===== src/rtl/motion_overlap_probability_unit_macros.svh =====
// ----------------------------------------------------------------------------
// motion overlap probability unit: assertion macros
// property wrappers clocked on clk_i and disabled while rst_ni is low
// ----------------------------------------------------------------------------
`ifndef MOTION_OVERLAP_PROBABILITY_UNIT_MACROS_SVH
`define MOTION_OVERLAP_PROBABILITY_UNIT_MACROS_SVH
`ifndef NO_ASSERTIONS
// property holds at every edge out of reset
`define MOPU_ASSERT(lbl, prop) \
  lbl: assert property (@(posedge clk_i) disable iff (!rst_ni) prop) \
    else $error("mopu check failed");
// condition in one cycle implies a property in the next
`define MOPU_ASSERT_NEXT(lbl, pre, post) \
  lbl: assert property (@(posedge clk_i) disable iff (!rst_ni) (pre) |=> (post)) \
    else $error("mopu check failed");
`else
`define MOPU_ASSERT(lbl, prop)
`define MOPU_ASSERT_NEXT(lbl, pre, post)
`endif
`endif


===== src/rtl/mop_pkg.sv =====
// ----------------------------------------------------------------------------
// mop_pkg
// types, constants and helpers shared by the motion overlap probability unit
// ----------------------------------------------------------------------------
package mop_pkg;

  localparam int FracBits  = 16;
  localparam int NBits     = FracBits + 1;
  localparam int CellW     = 31;
  localparam int ThrW      = 16;
  localparam int ProdW     = 64;
  localparam int NumNW     = 33;
  localparam int UW        = FracBits + 1;
  localparam int LinW      = FracBits + 4;
  localparam int ProdCW    = FracBits + LinW + 1;
  localparam int ValW      = LinW + 1;

  // pipeline stage map
  localparam int StgDiv0   = 2;
  localparam int StgNEnd   = StgDiv0 + NBits - 1;
  localparam int StgCEnd   = StgNEnd + FracBits;
  localparam int StgSq     = StgCEnd + 1;
  localparam int StgMul    = StgCEnd + 2;
  localparam int StgOut    = StgCEnd + 3;
  localparam int NumStages = StgOut + 1;

  localparam logic [FracBits:0] OneF = {1'b1, {FracBits{1'b0}}};

  localparam logic [0:0]       RegCellSize = 1'b0;
  localparam logic [0:0]       RegStillThr = 1'b1;
  localparam logic [CellW-1:0] CellSizeRst = 31'd65536;
  localparam logic [ThrW-1:0]  StillThrRst = 16'd1;

  typedef struct packed {
    logic signed [31:0] obj_dist;
    logic signed [31:0] bot_dist;
    logic [30:0]        obj_speed;
    logic [30:0]        bot_speed;
  } in_item_t;

  typedef struct packed {
    logic [16:0] prob;
    logic        degenerate;
  } out_item_t;

  typedef enum logic [2:0] {
    CaseMiss,
    CaseLeft,
    CaseBothLeft,
    CaseMiddle,
    CaseBothRight,
    CaseRight
  } span_case_e;

  typedef struct packed {
    logic             still;
    logic             still_hit;
    logic             degen;
    logic             big;
    logic             neg_u;
    logic             neg_w;
    logic [ProdW-1:0] q;
    logic [ProdW-1:0] m1;
    logic [ProdW-1:0] m2;
    logic [NumNW-1:0] num_n;
  } front_t;

  typedef struct packed {
    logic       still;
    logic       still_hit;
    logic       degen;
    logic       big;
    logic       neg_u;
    logic       neg_w;
    span_case_e span;
  } side_t;

  // one restoring step of a fraction division: {quotient bit, new remainder}
  function automatic logic [ProdW:0] frac_step(input logic [ProdW-1:0] rem,
                                               input logic [ProdW-1:0] den);
    logic [ProdW:0] r2;
    logic [ProdW:0] dd;
    r2 = {rem, 1'b0};
    dd = {1'b0, den};
    if (r2 >= dd) begin
      frac_step = {1'b1, ProdW'(r2 - dd)};
    end else begin
      frac_step = {1'b0, r2[ProdW-1:0]};
    end
  endfunction

endpackage


===== src/rtl/mop_combine.sv =====
// ----------------------------------------------------------------------------
// mop_combine
// squares, correction product, case sum, clamp and the output register
// ----------------------------------------------------------------------------
module mop_combine (
  input  logic                            clk_i,
  input  logic [mop_pkg::NumStages-1:0]   en_i,
  input  logic [mop_pkg::FracBits-1:0]    c_i,
  input  logic [mop_pkg::UW-1:0]          u_mag_i,
  input  logic [mop_pkg::UW-1:0]          w_mag_i,
  input  mop_pkg::side_t                  side_i,
  output mop_pkg::out_item_t              out_data_o
);
  import mop_pkg::*;

  logic [2*UW-1:0]           usq, wsq;
  logic signed [LinW-1:0]    us, ws, one_s, lin_d, lin_q, lin2_q, quad;
  logic [UW-1:0]             squ_q, sqw_q;
  logic [FracBits-1:0]       cf_q;
  span_case_e                span_q;
  logic                      plus_d, plus_q, plus2_q, hit_q;
  logic                      still_q, still2_q, shit_q, shit2_q, degen_q, degen2_q;
  logic signed [ProdCW-1:0]  prod_d, prod_q;
  logic signed [ValW-1:0]    term, val;
  out_item_t                 out_d, out_q;

  // stage one: squares and linear term
  always_comb begin
    one_s = LinW'({1'b0, OneF});
    us    = side_i.neg_u ? -$signed(LinW'(u_mag_i)) : $signed(LinW'(u_mag_i));
    ws    = side_i.neg_w ? -$signed(LinW'(w_mag_i)) : $signed(LinW'(w_mag_i));
    usq   = u_mag_i * u_mag_i;
    wsq   = w_mag_i * w_mag_i;
    plus_d = (side_i.span == CaseLeft) || (side_i.span == CaseBothLeft);
    case (side_i.span)
      CaseLeft:      lin_d = ws + one_s;
      CaseBothLeft,
      CaseMiddle,
      CaseBothRight: lin_d = ws - us;
      CaseRight:     lin_d = one_s - us;
      default:       lin_d = '0;
    endcase
  end

  always_ff @(posedge clk_i) begin
    if (en_i[StgSq]) begin
      squ_q   <= usq[FracBits+UW-1:FracBits];
      sqw_q   <= wsq[FracBits+UW-1:FracBits];
      cf_q    <= side_i.big ? '1 : c_i;
      lin_q   <= lin_d;
      span_q  <= side_i.span;
      plus_q  <= plus_d;
      still_q <= side_i.still;
      shit_q  <= side_i.still_hit;
      degen_q <= side_i.degen;
    end
  end

  // stage two: quadratic term times correction
  always_comb begin
    case (span_q)
      CaseLeft:      quad = $signed(LinW'(sqw_q)) - one_s;
      CaseBothLeft,
      CaseBothRight: quad = $signed(LinW'(sqw_q)) - $signed(LinW'(squ_q));
      CaseMiddle:    quad = $signed(LinW'(sqw_q)) + $signed(LinW'(squ_q));
      CaseRight:     quad = one_s - $signed(LinW'(squ_q));
      default:       quad = '0;
    endcase
    prod_d = $signed({1'b0, cf_q}) * quad;
  end

  always_ff @(posedge clk_i) begin
    if (en_i[StgMul]) begin
      prod_q   <= prod_d;
      lin2_q   <= lin_q;
      plus2_q  <= plus_q;
      hit_q    <= span_q != CaseMiss;
      still2_q <= still_q;
      shit2_q  <= shit_q;
      degen2_q <= degen_q;
    end
  end

  // stage three: floor shift, sum, clamp, special cases
  always_comb begin
    term = ValW'(prod_q >>> (FracBits + 1));
    val  = plus2_q ? (ValW'(lin2_q) + term) : (ValW'(lin2_q) - term);
    if (!hit_q || val < 0) begin
      val = '0;
    end else if (val > $signed(ValW'({1'b0, OneF}))) begin
      val = ValW'({1'b0, OneF});
    end
    out_d.degenerate = 1'b0;
    if (still2_q) begin
      out_d.prob = shit2_q ? OneF : '0;
    end else if (degen2_q) begin
      out_d.prob       = '0;
      out_d.degenerate = 1'b1;
    end else begin
      out_d.prob = val[FracBits:0];
    end
  end

  always_ff @(posedge clk_i) begin
    if (en_i[StgOut]) begin
      out_q <= out_d;
    end
  end

  assign out_data_o = out_q;

endmodule


===== config.mk =====
export PLATFORM = sky130hd
export DESIGN_NAME = mop_combine
export DESIGN_NICKNAME = d
export VERILOG_FILES = /design/src/rtl/motion_overlap_probability_unit_macros.svh /design/src/rtl/mop_pkg.sv /design/src/rtl/mop_combine.sv
export SDC_FILE = /design/constraint.sdc
export NUM_CORES = 2
export LEC_CHECK = 0
export BUFFER_PORTS_ARGS = -buffer_cell sky130_fd_sc_hd__buf_2
export CORE_MARGIN = 2
export CORE_UTILIZATION = 65
export CTS_BUF_LIST = sky130_fd_sc_hd__clkbuf_4
export CTS_CLUSTER_DIAMETER = 200
export DETAILED_ROUTE_END_ITERATION = 12
export PLACE_DENSITY = 0.83
export SLEW_MARGIN = 25
export SYNTH_ARGS = -nofsm -noshare
export SYNTH_HDL_FRONTEND = slang
export SYNTH_SLANG_ARGS = --single-unit

===== constraint.sdc =====
create_clock -name clk_i -period 11 [get_ports clk_i]
set_clock_uncertainty 0.05 [all_clocks]
set_input_delay 1.65 -clock clk_i [delete_from_list [all_inputs] [get_ports clk_i]]
set_output_delay 1.65 -clock clk_i [all_outputs]
set_load 0.005 [all_outputs]

==> results.md <==
- Startpoint Class: flip-flop
- Unrepaired setup endpoints after global routing: false
- Post-CTS sizing: 0
- Largest net degree at the start of global routing: 73
- Max cap viols: 0
- Setup crit start: squ_q[0]
- DR DRC count: 0
- CTS tree: built
- Layout area overhead: 3.29%
- Hold Path Class: reg -> reg
- Largest cells by area after synthesis: fa_1, ha_1, edfxtp_1
- Clock Latency Late Sink: about 0.63 ns
- Final hold vios: 0
- Die area: 0.0580 mm2
- Worst Hold Launch: degen_q
- Slowest Stage Delay on Critical Path: 0.80 ns
- CP top delay family: adder cells
- Critical Path RT: 11.42 ns
- Yosys Warn Count: 0
- Die Width: 241 um
- CTS Sinks: 140
- Status: finished clean
- Via Count: 26572
- Drt pass-1 iters: 6
- Buffers on Ports: 80
- Post-synth top area share: a little under two fifths
- Netlist cell types: 78
- H-Tree Depth: 4
- I/O pins: around 120
- ANT nets after route: 0
- Hpwl dp: 67.2 mm
- Leading cell type in the layout, fill and taps excluded: inv_1
- CTS Root Cell: clkbuf_4
- Clock Pin Slew Worst Setup and Hold Paths: 0.12 ns
- Die Y-Extent: roughly 240 um
- Syn Nets: 5108
- Sequential area share after synthesis: 11.5%
- Worst-path maximum fanout: 16
- Post-synth EDFFs: 140
- FF+latch count, synth: between 100 and 150
- Post-CTS Hold Fix Bufs: 0
- Top cell type by total area after synthesis: fa_1
- Setup bufs post-CTS: 0
- Mapped cell area: 0.0364 mm2
- Final #Nets: 5087
- Total Routed Length: between 80 and 90 mm
- Total negative slack: 0 ns
- First-pass GRT wire length: 138 mm
- Final Cycle Share: 87.6%
- GRT Resource Usage Total: 30.4%
- Worst EP arrival: a little over 10 ns
- Pins Over Slew Limit: 0
- Ys flop type: edfxtp_1
- Cell mode on critical path: fa_1
- Initial antenna violation count: 4
- Cts bufs inserted: 17
- Worst hold margin: 0.376 ns
- DR iter-0 viols: about 1800
- Post-Syn Area per Cell: around 9.2 um2
- Critical path type: reg -> reg
- Share of layout cells above drive strength 1: between 4 and 5%
- Cells after Synth: approximately 4000
- Row cnt: 86
- Worst path buffer plus inverter count: 5
- Setup Viol. Count Final: 0
- Routability Congestion: 0.960
- Core Area: 0.0553 mm2
- Via density per instance: 5.66
- Vias in the first global route: 27811
- GR Overflow Total: 0
- Slowest-stage cell, CP: a2111oi_0
- Slew margin rel.: 29.3%
- Least-Margin Pin Slew: ~1.1 ns
- Max clock buf depth: 2
- Crit path capture type: flip-flop
- Most frequent cells in the layout: inv_1, fa_1, ha_1
- Min Tclk post-route: 9.63 ns
- Async S/R FF share, synth: 0%
- Max frequency: roughly 100 MHz
- Initial Util: ~66%
- Wire per inst: 17.6 um
- RR Startpoint: squ_q[0]
## area by class of cell
cell class	count	area, um2
Clock buffer	19	143
Tap cell	748	936
Inverter	970	3640
Multi-Input combinational cell	2706	28100
Antenna cell	2	5.00
Fill cell	4259	17700
Timing Repair Buffer	93	503
Clock inverter	13	93.8
Sequential cell	140	4200
## per-layer routing
| metal | global-route usage, % | wire length [um] |
|---|---|---|
| met1 | 39.7 | 33400 |
| met2 | 52.3 | 40800 |
| met3 | 3.80 | 5610 |
| met4 | 11.4 | 2850 |
| met5 | 0 | 23 |
## worst paths after layout
| kind | end | slack [ns] | cells past startpoint |
|---|---|---|---|
| setup / recovery | prod_q[36] | 1.37 | 32 |
| hold / removal | degen2_q | 0.38 | 0 |
| setup reg to reg | prod_q[36] | 1.37 | 32 |
| hold reg to reg | degen2_q | 0.38 | 0 |
## worst reg2reg max path, delay by kind of cell (launching register included)
family / cells / cell delay (ns)
AOI/OAI and AO/OA: 11 / 2.76
adders and majority gates: 9 / 3.86
buffers and inverters: 5 / 0.30
DFF: 1 / 0.50
and+or+nand+nor: 7 / 2.05
## registers in the layout, summed over array words and instances (netlist names)
signal / cells
cf_q: 16
degen2_q: 1
degen_q: 1
hit_q: 1
lin2_q: 20
lin_q: 20
out_data_o: 18
plus2_q: 1
plus_q: 1
prod_q: 20
shit2_q: 1
shit_q: 1
span_q: 3
squ_q: 17
sqw_q: 17
still2_q: 1
still_q: 1
## synth_stat cells, types with 8 or more instances
library cell  number
nand2b_1          15
ha_1             376
xnor2_1          114
nand3_1           28
nor3_1            41
clkbuf_1         124
and3_1            15
inv_1            968
and2_1           258
nor2_1           157
o31ai_1           17
a2111oi_0          8
or2_2             23
nor4_1            11
a31oi_1           14
a21o_1            42
nor2b_1           34
a211oi_1           8
a22oi_1            9
or3_1             20
a21oi_1          115
nand4_1           17
xor2_1            74
o22ai_1           24
fa_1             685
o41ai_1            8
o21a_1            17
o21ai_0           85
edfxtp_1         140
nand2_1          354
buf_1              8
o211ai_1          15
## cells by family after synthesis
family / share of synthesized area (%)
muxes: 0.240
xor gates and xnor gates: 4.52
adders and majority gates: 50.6
and+or+nand+nor: 13.7
DFF: 11.5
AOI/OAI and AO/OA: 8.00
buffers and inverters: 11.4
## metrics by stage
step / setup WS, ns / cell area, um2 / instances / utilization [%]
CTS: 1.43 / 37600 / 4689 / 68.0
detailed placement: 1.45 / 37400 / 4657 / 67.6
global route: 0.884 / 37600 / 4691 / 68.1
global placement: 1.59 / 37400 / 4657 / 67.6
finish: 1.37 / 37600 / 4691 / 68.1
floorplan: 2.74 / 36400 / 3949 / -
Power is left out: the tool's default activity adds up to more than one toggle a clock period on the data nets, which glitch-free logic cannot reach.
